**src/hdl/fixed_partition_first_fit_allocator_unit_macros.svh**
```systemverilog
// ----------------------------------------------------------------------------
// Assertion macros for the fixed partition first fit allocator.
// Each macro expands to one labelled concurrent assertion, sampled on clk
// and held off while rst_n is low.
// ----------------------------------------------------------------------------
`ifndef FIXED_PARTITION_FIRST_FIT_ALLOCATOR_UNIT_MACROS_SVH
`define FIXED_PARTITION_FIRST_FIT_ALLOCATOR_UNIT_MACROS_SVH

// The consequent must hold in the same cycle as the antecedent.
`define FPA_ASSERT_SAME(label, ante, cons, msg) \
    label: assert property (@(posedge clk) disable iff (!rst_n) (ante) |-> (cons)) \
        else $error(msg);

// The consequent must hold in the cycle after the antecedent.
`define FPA_ASSERT_NEXT(label, ante, cons, msg) \
    label: assert property (@(posedge clk) disable iff (!rst_n) (ante) |=> (cons)) \
        else $error(msg);

`endif

```
**src/hdl/fpa_pkg.sv**
```systemverilog
// ----------------------------------------------------------------------------
// fpa_pkg
// Types and codes shared by the allocator cells and the top level.
// ----------------------------------------------------------------------------
package fpa_pkg;

    // Width used to compare slot numbers against cell indices and the count.
    localparam int SLOT_CMP_W = 7;

    // Request kinds.
    typedef enum logic [1:0] {
        KIND_DEFINE  = 2'd0,
        KIND_ALLOC   = 2'd1,
        KIND_RELEASE = 2'd2,
        KIND_NONE    = 2'd3
    } kind_t;

    // Result status codes.
    typedef enum logic [1:0] {
        STAT_DONE    = 2'd0,
        STAT_NO_FIT  = 2'd1,
        STAT_NOT_OCC = 2'd2,
        STAT_RANGE   = 2'd3
    } status_t;

    // Request payload.
    typedef struct packed {
        kind_t       kind;
        logic [3:0]  slot;
        logic [15:0] part_size;
        logic [15:0] part_base;
        logic [7:0]  job_id;
        logic [15:0] job_size;
    } req_t;

    // Result payload.
    typedef struct packed {
        logic        ok;
        status_t     status;
        logic [3:0]  granted_slot;
        logic [15:0] granted_base;
        logic [7:0]  released_job;
        logic        all_busy;
    } rsp_t;

    // Token that travels along the row of cells: the request and the result
    // built up so far.
    typedef struct packed {
        req_t req;
        rsp_t rsp;
    } tok_t;

endpackage

```
**src/hdl/fpa_cell.sv**
```systemverilog
// ----------------------------------------------------------------------------
// fpa_cell
// One partition slot: holds size, base, busy bit and owner, acts on the token
// passing through and hands the updated token to the next cell.
// ----------------------------------------------------------------------------
module fpa_cell #(
    parameter int IDX = 0
) (
    input  logic           clk,
    input  logic           rst_n,
    input  logic           en,
    input  logic [4:0]     piu,
    input  logic           tok_in_valid,
    input  fpa_pkg::tok_t  tok_in,
    output logic           tok_out_valid,
    output fpa_pkg::tok_t  tok_out
);

    localparam logic [fpa_pkg::SLOT_CMP_W-1:0] IDX_W = fpa_pkg::SLOT_CMP_W'(IDX);

    logic [15:0]   size_reg;
    logic [15:0]   base_reg;
    logic [7:0]    owner_reg;
    logic          busy_reg;
    logic          busy_next;
    logic          valid_reg;
    fpa_pkg::tok_t tok_reg;
    fpa_pkg::tok_t tok_next;
    logic          in_use;
    logic          sel;
    logic          wr_define;
    logic          wr_alloc;
    logic          step;

    assign step   = en && tok_in_valid;
    assign in_use = IDX_W < {2'b00, piu};
    assign sel    = {3'b000, tok_in.req.slot} == IDX_W;

    // Action of this slot on the passing request.
    always_comb
    begin
        tok_next  = tok_in;
        busy_next = busy_reg;
        wr_define = 1'b0;
        wr_alloc  = 1'b0;
        case (tok_in.req.kind)
            fpa_pkg::KIND_DEFINE:
            begin
                if (sel)
                begin
                    wr_define = 1'b1;
                    busy_next = 1'b0;
                end
            end
            fpa_pkg::KIND_ALLOC:
            begin
                if (in_use && !busy_reg && !tok_in.rsp.ok &&
                    (size_reg >= tok_in.req.job_size))
                begin
                    wr_alloc                  = 1'b1;
                    busy_next                 = 1'b1;
                    tok_next.rsp.ok           = 1'b1;
                    tok_next.rsp.status       = fpa_pkg::STAT_DONE;
                    tok_next.rsp.granted_slot = IDX_W[3:0];
                    tok_next.rsp.granted_base = base_reg;
                end
            end
            fpa_pkg::KIND_RELEASE:
            begin
                // The entry stage has already screened out-of-range slots.
                if (sel && (tok_in.rsp.status == fpa_pkg::STAT_NOT_OCC) && busy_reg)
                begin
                    busy_next                 = 1'b0;
                    tok_next.rsp.ok           = 1'b1;
                    tok_next.rsp.status       = fpa_pkg::STAT_DONE;
                    tok_next.rsp.released_job = owner_reg;
                end
            end
            default:
            begin
            end
        endcase
        tok_next.rsp.all_busy = tok_in.rsp.all_busy & (!in_use | busy_next);
    end

    // Partition contents; undefined until the slot is defined.
    always_ff @(posedge clk)
    begin
        if (step && wr_define)
        begin
            size_reg <= tok_in.req.part_size;
            base_reg <= tok_in.req.part_base;
        end
        if (step && wr_alloc)
        begin
            owner_reg <= tok_in.req.job_id;
        end
    end

    // Busy bit.
    always_ff @(posedge clk or negedge rst_n)
    begin
        if (!rst_n)
        begin
            busy_reg <= 1'b0;
        end
        else if (step)
        begin
            busy_reg <= busy_next;
        end
    end

    // Token hand-over to the next cell.
    always_ff @(posedge clk or negedge rst_n)
    begin
        if (!rst_n)
        begin
            valid_reg <= 1'b0;
        end
        else if (en)
        begin
            valid_reg <= tok_in_valid;
        end
    end

    always_ff @(posedge clk)
    begin
        if (step)
        begin
            tok_reg <= tok_next;
        end
    end

    assign tok_out_valid = valid_reg;
    assign tok_out       = tok_reg;

endmodule

```
**src/hdl/fixed_partition_first_fit_allocator_unit.sv**
```systemverilog
// ----------------------------------------------------------------------------
// fixed_partition_first_fit_allocator_unit
// Fixed partition table with first-fit allocation, built as a row of cells.
// ----------------------------------------------------------------------------
// Usage:
//   Requests arrive on in_valid / in_ready / in_data and results leave on
//   out_valid / out_ready / out_data; one result per request, in order.
//   cfg_we with cfg_wdata sets the number of partitions in use; write it only
//   while no request is in flight.
//   An accepted request is loaded into an entry register and then walks the
//   row of SLOTS cells, one cell per cycle while the row is not held; each
//   cell applies the request to its own partition. One request is in the
//   row at a time, so a new request is accepted once the previous one has
//   reached the output register, and the request rate is set by the length
//   of the cell row.
//   While a result waits in the output register, the next request may be
//   accepted into the entry register, but the whole row holds until out_ready.
//   Reset clears all busy bits, the partition count and the handshake
//   state; sizes, bases and owners hold no value until defined.
// ----------------------------------------------------------------------------
`include "fixed_partition_first_fit_allocator_unit_macros.svh"

module fixed_partition_first_fit_allocator_unit #(
    parameter int SLOTS = 16
) (
    input  logic           clk,
    input  logic           rst_n,
    input  logic           in_valid,
    output logic           in_ready,
    input  fpa_pkg::req_t  in_data,
    output logic           out_valid,
    input  logic           out_ready,
    output fpa_pkg::rsp_t  out_data,
    input  logic           cfg_we,
    input  logic [4:0]     cfg_wdata
);

    localparam logic [fpa_pkg::SLOT_CMP_W-1:0] SLOTS_W = fpa_pkg::SLOT_CMP_W'(SLOTS);

    logic [4:0]    piu_reg;
    logic          entry_valid_reg;
    fpa_pkg::tok_t entry_tok_reg;
    fpa_pkg::tok_t entry_tok_next;
    logic [SLOTS:0] v_chain;
    fpa_pkg::tok_t  tok_chain [0:SLOTS];
    logic          en;
    logic          accept;
    logic          define_in_range;
    logic          release_in_range;
    logic [fpa_pkg::SLOT_CMP_W-1:0] slot_w;

    // Partition count register.
    always_ff @(posedge clk or negedge rst_n)
    begin
        if (!rst_n)
        begin
            piu_reg <= 5'd0;
        end
        else if (cfg_we)
        begin
            piu_reg <= cfg_wdata;
        end
    end

    // The row advances unless a result is held at the output.
    assign en        = !v_chain[SLOTS] || out_ready;
    assign in_ready  = !(|v_chain[SLOTS-1:0]);
    assign accept    = in_valid && in_ready;
    assign out_valid = v_chain[SLOTS];
    assign out_data  = tok_chain[SLOTS].rsp;

    // Range checks and the starting result for each kind of request.
    assign slot_w           = {3'b000, in_data.slot};
    assign define_in_range  = slot_w < SLOTS_W;
    assign release_in_range = (slot_w < SLOTS_W) && (slot_w < {2'b00, piu_reg});

    always_comb
    begin
        entry_tok_next                  = '0;
        entry_tok_next.req              = in_data;
        entry_tok_next.rsp.ok           = 1'b0;
        entry_tok_next.rsp.status       = fpa_pkg::STAT_DONE;
        entry_tok_next.rsp.granted_slot = 4'd0;
        entry_tok_next.rsp.granted_base = 16'd0;
        entry_tok_next.rsp.released_job = 8'd0;
        entry_tok_next.rsp.all_busy     = 1'b1;
        case (in_data.kind)
            fpa_pkg::KIND_DEFINE:
            begin
                entry_tok_next.rsp.granted_slot = in_data.slot;
                entry_tok_next.rsp.ok           = define_in_range;
                entry_tok_next.rsp.status       = define_in_range ? fpa_pkg::STAT_DONE
                                                                  : fpa_pkg::STAT_RANGE;
            end
            fpa_pkg::KIND_ALLOC:
            begin
                entry_tok_next.rsp.status = fpa_pkg::STAT_NO_FIT;
            end
            fpa_pkg::KIND_RELEASE:
            begin
                entry_tok_next.rsp.granted_slot = in_data.slot;
                entry_tok_next.rsp.status       = release_in_range ? fpa_pkg::STAT_NOT_OCC
                                                                   : fpa_pkg::STAT_RANGE;
            end
            default:
            begin
            end
        endcase
    end

    // Entry register in front of the first cell.
    always_ff @(posedge clk or negedge rst_n)
    begin
        if (!rst_n)
        begin
            entry_valid_reg <= 1'b0;
        end
        else if (accept)
        begin
            entry_valid_reg <= 1'b1;
        end
        else if (en)
        begin
            entry_valid_reg <= 1'b0;
        end
    end

    always_ff @(posedge clk)
    begin
        if (accept)
        begin
            entry_tok_reg <= entry_tok_next;
        end
    end

    assign v_chain[0]   = entry_valid_reg;
    assign tok_chain[0] = entry_tok_reg;

    // Row of partition cells.
    for (genvar gi = 0; gi < SLOTS; gi++)
    begin : g_cell
        fpa_cell #(
            .IDX (gi)
        ) u_cell (
            .clk           (clk),
            .rst_n         (rst_n),
            .en            (en),
            .piu           (piu_reg),
            .tok_in_valid  (v_chain[gi]),
            .tok_in        (tok_chain[gi]),
            .tok_out_valid (v_chain[gi+1]),
            .tok_out       (tok_chain[gi+1])
        );
    end

    // Checks.
    `FPA_ASSERT_SAME(a_single_token, 1'b1, $onehot0(v_chain[SLOTS-1:0]), "more than one request in the cell row")
    `FPA_ASSERT_NEXT(a_accept_loads, accept, entry_valid_reg, "accepted request not loaded")
    `FPA_ASSERT_SAME(a_ok_done, out_valid && out_data.ok, out_data.status == fpa_pkg::STAT_DONE, "ok result with error status")

endmodule

```
**config.mk**
```make
export PLATFORM = sky130hd
export DESIGN_NAME = fixed_partition_first_fit_allocator_unit
export DESIGN_NICKNAME = d
export VERILOG_FILES = /design/src/hdl/fpa_pkg.sv /design/src/hdl/fpa_cell.sv /design/src/hdl/fixed_partition_first_fit_allocator_unit.sv
export VERILOG_INCLUDE_DIRS = /design/src /design/src/hdl
export SDC_FILE = /design/constraint.sdc
export NUM_CORES = 2
export LEC_CHECK = 0
export BUFFER_PORTS_ARGS = -buffer_cell sky130_fd_sc_hd__buf_2
export CAP_MARGIN = 10
export CELL_PAD_IN_SITES_DETAIL_PLACEMENT = 1
export CELL_PAD_IN_SITES_GLOBAL_PLACEMENT = 2
export CORE_MARGIN = 2
export CORE_UTILIZATION = 51
export CTS_BUF_LIST = sky130_fd_sc_hd__clkbuf_4
export DETAILED_ROUTE_END_ITERATION = 8
export HOLD_SLACK_MARGIN = 0.02
export PLACE_DENSITY = 0.81
export SYNTH_ARGS = -nofsm -noshare
export SYNTH_HDL_FRONTEND = slang
export SYNTH_HIERARCHICAL = 1
export SYNTH_SLANG_ARGS = --single-unit
```
**constraint.sdc**
```tcl
create_clock -name clk -period 5.94 [get_ports clk]
set_clock_uncertainty 0.2 [all_clocks]
set_input_delay 0.891 -clock clk [delete_from_list [all_inputs] [get_ports clk]]
set_output_delay 0.891 -clock clk [all_outputs]
set_load 0.01 [all_outputs]
```
; ---- Word level (Yosys, flattened, before mapping)
; Index checks and enable logic that the tools add are counted.
[totals]
out_inout_bits = 34
word_cells = 838
ff_bits = 2189
in_bits = 72
[op_classes]
order_cmp = 34
bitwise_logic = 31
mux = 227
reduce_logical = 204
eq_ne = 65
[op_table]
columns = cell, count
row1 = $mux 23, 16
row2 = $mux 20, 16
row3 = $ge 16x16->1, 16
row4 = $mux 8, 30
row5 = $logic_and 1x1->1, 130
row6 = $mux 1, 115
row7 = $pmux 3 s2, 16
row8 = $eq 2x2->1 const B, 33
row9 = $logic_not 1->1, 50
row10 = $mux 3, 16
row11 = $pmux 1 s3, 16
row12 = $lt 4x5->1 const A, 8
row13 = $eq 2x1->1 const B, 17
row14 = $logic_not 2->1, 17
row15 = $eq 4x4->1 const B, 8
row16 = $lt 3x5->1 const A, 4
row17 = $eq 4x3->1 const B, 4
row18 = $or 1x1->1, 16
row19 = $reduce_or 16->1, 1
row20 = $and 1x1->1, 15
row21 = $lt 1x5->1 const A, 2
row22 = $lt 2x5->1 const A, 2
row23 = $eq 4x2->1 const B, 2
row24 = $pmux 2 s3, 1
row25 = 9 further kinds, 10

; ---- Longest topological paths before layout
[depth]
depth_word = 8
ltp_mapped = 10
mapped_depth_nobuf = 8

; ---- Cells and area by module
; The synthesis kept the hierarchy.
[modules_own_cells]
columns = module, area_each_um2, n_inst, seq_area_each_um2, cells_per_inst
row1 = fpa_cell at g_cell[10].u_cell, 5195.0, 1, 4073.9, 270
row2 = fpa_cell at g_cell[9].u_cell, 5144.9, 1, 4073.9, 264
row3 = fpa_cell at g_cell[14].u_cell, 5137.4, 1, 4073.9, 267
row4 = fpa_cell at g_cell[0].u_cell, 5136.2, 1, 4073.9, 263
row5 = fpa_cell at g_cell[3].u_cell, 5136.2, 1, 4073.9, 267
row6 = fpa_cell at g_cell[7].u_cell, 5133.7, 1, 4073.9, 264
row7 = fpa_cell at g_cell[13].u_cell, 5129.9, 1, 4073.9, 264
row8 = fpa_cell at g_cell[11].u_cell, 5117.4, 1, 4073.9, 264
row9 = fpa_cell at g_cell[5].u_cell, 5117.4, 1, 4073.9, 266
row10 = fpa_cell at g_cell[15].u_cell, 5109.9, 1, 4073.9, 265
row11 = fpa_cell at g_cell[1].u_cell, 5108.6, 1, 4073.9, 261
row12 = fpa_cell at g_cell[4].u_cell, 5108.6, 1, 4073.9, 265
row13 = fpa_cell at g_cell[12].u_cell, 5106.1, 1, 4073.9, 265
row14 = fpa_cell at g_cell[6].u_cell, 5104.9, 1, 4073.9, 263
row15 = +3 rows, n/a, n/a, n/a, n/a

; ---- Worst setup path after synthesis
; No wires, ideal clock.
[synth_path]
kind = input to register
from = in out_ready
to = reg g_cell[2].u_cell.base_reg[0], enable pin
stages = 5
required_ns = 5.319
n_path_buf = 0
path_slack_ns = 0.200
setup_time_ns = 0.421
arrival_time_ns = 5.118
cell_sequence = nand2b_1 -> nand2_1 -> inv_1 -> nand2_1 -> nor2_1
[synth_between]
elab_chain_cells = 3
[synth_rtl]
columns = item, line_no
row1 = start: declaration, fixed_partition_first_fit_allocator_unit.sv:32  ; input logic out_ready,
row2 = $logic_or 1x1->1, fixed_partition_first_fit_allocator_unit.sv:66  ; assign en = !v_chain[SLOTS] || out_ready;
row3 = $logic_and 1x1->1, fpa_cell.sv:35  ; assign step = en && tok_in_valid;
row4 = named net g_cell[2].u_cell.step, fpa_cell.sv:33  ; logic step;
row5 = $logic_and 1x1->1, fpa_cell.sv:89  ; if (step && wr_define)
row6 = end signal: assignment, fpa_cell.sv:92  ; base_reg <= tok_in.req.part_base;
row7 = end: declaration, fpa_cell.sv:22  ; logic [15:0] base_reg;
; The timed path passes the listed nets, and every way through them passes these cells.
; A chain may end at the register's enable or synchronous reset.

; ---- Worst setup path in the final report
[layout_path]
from = reg g_cell[13].u_cell.valid_reg
to = out in_ready
[layout_between]
elab_chain_cells = 2
[layout_rtl]
columns = item, line_no
row1 = start: declaration, fpa_cell.sv:26  ; logic valid_reg;
row2 = start signal: assignment, fpa_cell.sv:122  ; valid_reg <= tok_in_valid;
row3 = $reduce_or 16->1, fixed_partition_first_fit_allocator_unit.sv:67  ; assign in_ready = !(|v_chain[SLOTS-1:0]);
row4 = $logic_not 1->1, fixed_partition_first_fit_allocator_unit.sv:67
row5 = end: declaration, fixed_partition_first_fit_allocator_unit.sv:29  ; output logic in_ready,
; No other way between the ends.

==> key figures <==
Outcome
  • Status: complete, no violations

Routing
  • Remaining DRCs: 0
  • WL met3: around 5.3 mm
  • DR iter-0 viols: ~1500
  • DR vias/cell: about 5.0
  • DRT Pass-1 Iters: 5
  • Met1 wire length: about 57 mm
  • Total Wirelength: ~140 mm
  • Max layer used: met4
  • Routed WL per cell: roughly 19 um
  • Via count: 38100
  • Post-route ant nets: 0
  • Metal2 WL: 76.0 mm

Finish
  • Sequential cell area: 65500 um^2
  • Cell area after layout: between 90000 and 100000 um^2
  • Filler Cell Count: 14500
  • NumNets Final: between 5000 and 6000
  • Layout cells sized above 1: about 28%
  • Area grow syn2layout: 13.9%
  • Largest register FFs: between 1000 and 1500
  • Multi-input gate area: 15200 um^2

STA
  • Fin. max-slew vios: 0
  • Fin Setup TNS: 0 ps
  • Worst-Margin Slew: about 1100 ps
  • RSZ-0062 raised after global routing: no
  • Min Tclk post-route: between 4000 and 5000 ps
  • Max Clock Freq: roughly 0.23 GHz
  • Final Hold Vio Count: 0
  • Final Setup Violations: 0
  • Final Cycle Share: roughly 74%
  • Slew headroom: between 20 and 25%

Worst setup path
  • Worst path arrival time: 3290 ps
  • Startpoint types: register
  • Setup CP Type: register to output port
  • Critical Path Source: g_cell[13].u_cell/tok_out_valid$_DFFE_PN0P_
  • CP max stage delay: between 800 and 900 ps
  • Slowest cell on crit path: nor4_1
  • Crit path to: in_ready
  • FF-to-FF setup slack: about 2200 ps
  • Worst reg-to-reg path cell count: 7
  • Setup crit end kind: output port
  • Critical Path Stages: 3
  • FF-to-FF End: g_cell[7].u_cell/tok_out[13]$_DFFE_PP_
  • Worst r2r src: g_cell[6].u_cell/tok_out[32]$_DFFE_PP_
  • Max FO, Critical Path: 3
  • Critical path required time: a little under 5000 ps
  • Buf/Inv on CP: 1
  • Crit path cell chain: nor4_1 > and4_1 > buf_2
  • Delay-heaviest family, CP: simple AND/OR/NAND/NOR gates

Placed design
  • Gpl congestion: approximately 0.84
  • I/O Buffers: 105
  • Placed cell area: roughly 86000 um^2
  • Final HPWL DP: ~97 mm

Clock tree
  • Setup Buffers After CTS: 0
  • Post-CTS Hold Buffers: 130
  • Skew-Pair Late Insertion Delay: approximately 1300 ps
  • Reg clk slew, reported paths: approximately 60 ps
  • Clk sinks: ~2200
  • Post-CTS sizing: 0
  • CTS root buffer: clkbuf_4
  • Clk buf depth: 4
  • CTS Buf Count: about 570
  • H-tree levels: 6
  • TritonCTS clock tree: built

Floorplanning
  • Initial core utilization: 51.4%
  • Die ar.: roughly 170000 um^2
  • Die H: between 400 and 500 um
  • Die X: around 400 um
  • Core area: 161000 um^2
  • Num rows: about 150
  • I/O pin count: approximately 110

Synthesis
  • Mean Syn Cell Area: just under 20 um^2
  • Netlist area before placement: just over 80000 um^2
  • Syn Inst Count: approximately 4300
  • Synth warn: 6

Power
  • Peak supply drop: around 670 uV
  • Leak: about 34 nW
  • Total Power: approximately 40 mW
  • Pwr Density: 423 nW/um^2

Global routing
  • Overall routing resource usage: 17.5%
  • Largest net degree at the start of global routing: 71
  • First-pass GRT wire length: about 230 mm
  • Vias in the first global route: about 44000
  • Initial antenna violation count: 4
  • Grt ovf: 0

Worst hold path
  • Hold Crit Class: primary input to register

Flow run
  • MaxCap Viol Count: 0
==> power by group <==
group / internal (mW) / switching [mW]
Combinational: 1.76 / 3.07
Sequential: 21.2 / 1.38
Clock: 6.68 / 5.67
Total: 29.6 / 10.1
==> cell usage in the layout (no fill, tap or decap), drive strengths merged, types with 11 or more instances in the layout <==
master	instances
nor3	25
nand4	30
nor4	11
nand2	152
a31oi	15
o21ai	76
and2	27
nand2b	47
buf	158
dlygate4sd3	130
ha	323
clkinv	97
o21a	21
or2	15
and3	20
edfxtp	2151
a21oi	115
o31a	22
dfrtp	38
clkbuf	829
a2111oi	14
conb	25
diode	11
nand3	40
o31ai	11
nor2	100
nor2b	34
inv	379
mux2	385
==> through the flow <==
stage | hold WS [ps] | utilization (%) | cells | setup WS [ps]
final | 181 | 58.5 | 7658 | 1550
after global routing | 20.3 | 58.5 | 7657 | 1510
after CTS | 23.3 | 58.5 | 7647 | 1560
after detailed placement | 205 | 53.5 | 6588 | 2040
after global placement | 201 | 53.5 | 6588 | 2190
after floorplan | 200 | - | 4311 | 200
==> how the worst min path moves through the flow <==
| stage | start | endpoint | slack, ps | depth (start not counted) |
|---|---|---|---|---|
| after detailed placement | g_cell[14].u_cell/tok_out[73]$_DFFE_PP_ | g_cell[15].u_cell/size_reg[1]$_DFFE_PP_ | 210 | 0 |
| after global routing | in_data[54] | entry_tok_reg[86]$_DFFE_PP_ | 20 | 2 |
| after global placement | g_cell[14].u_cell/tok_out[80]$_DFFE_PP_ | g_cell[15].u_cell/size_reg[8]$_DFFE_PP_ | 200 | 0 |
| after CTS | in_data[12] | entry_tok_reg[44]$_DFFE_PP_ | 20 | 2 |
| after floorplan | g_cell[14].u_cell/tok_out[56]$_DFFE_PP_ | g_cell[15].u_cell/base_reg[0]$_DFFE_PP_ | 200 | 0 |
| final | in_data[54] | entry_tok_reg[86]$_DFFE_PP_ | 180 | 2 |
==> layer usage <==
metal / track usage, % / vias to the layer above
met3: 4.22 / 321
met4: 7.87 / 0
met2: 32.0 / 738
met1: 19.3 / 18700
met5: 0 / -
li1: - / 18400
==> worst register-to-register path: cells and delay by family (launching register included) <==
kind	cells	cell delay, ps
DFF	1	390
adders and majority gates	1	310
muxes	1	370
AOI/OAI and AO/OA	3	1550
and+or+nand+nor	2	650
==> cell type report <==
type | instances | share of cell area, %
Sequential cell | 2189 | 69.7
Multi-Input combinational cell | 1696 | 16.2
Clock buffer | 829 | 6.62
Tap cell | 2160 | 2.88
Timing Repair Buffer | 288 | 2.39
Inverter | 385 | 1.56
Clock inverter | 100 | 0.636
Antenna cell | 11 | 0.0293
No activity file was read; power rests on OpenSTA's default activity.
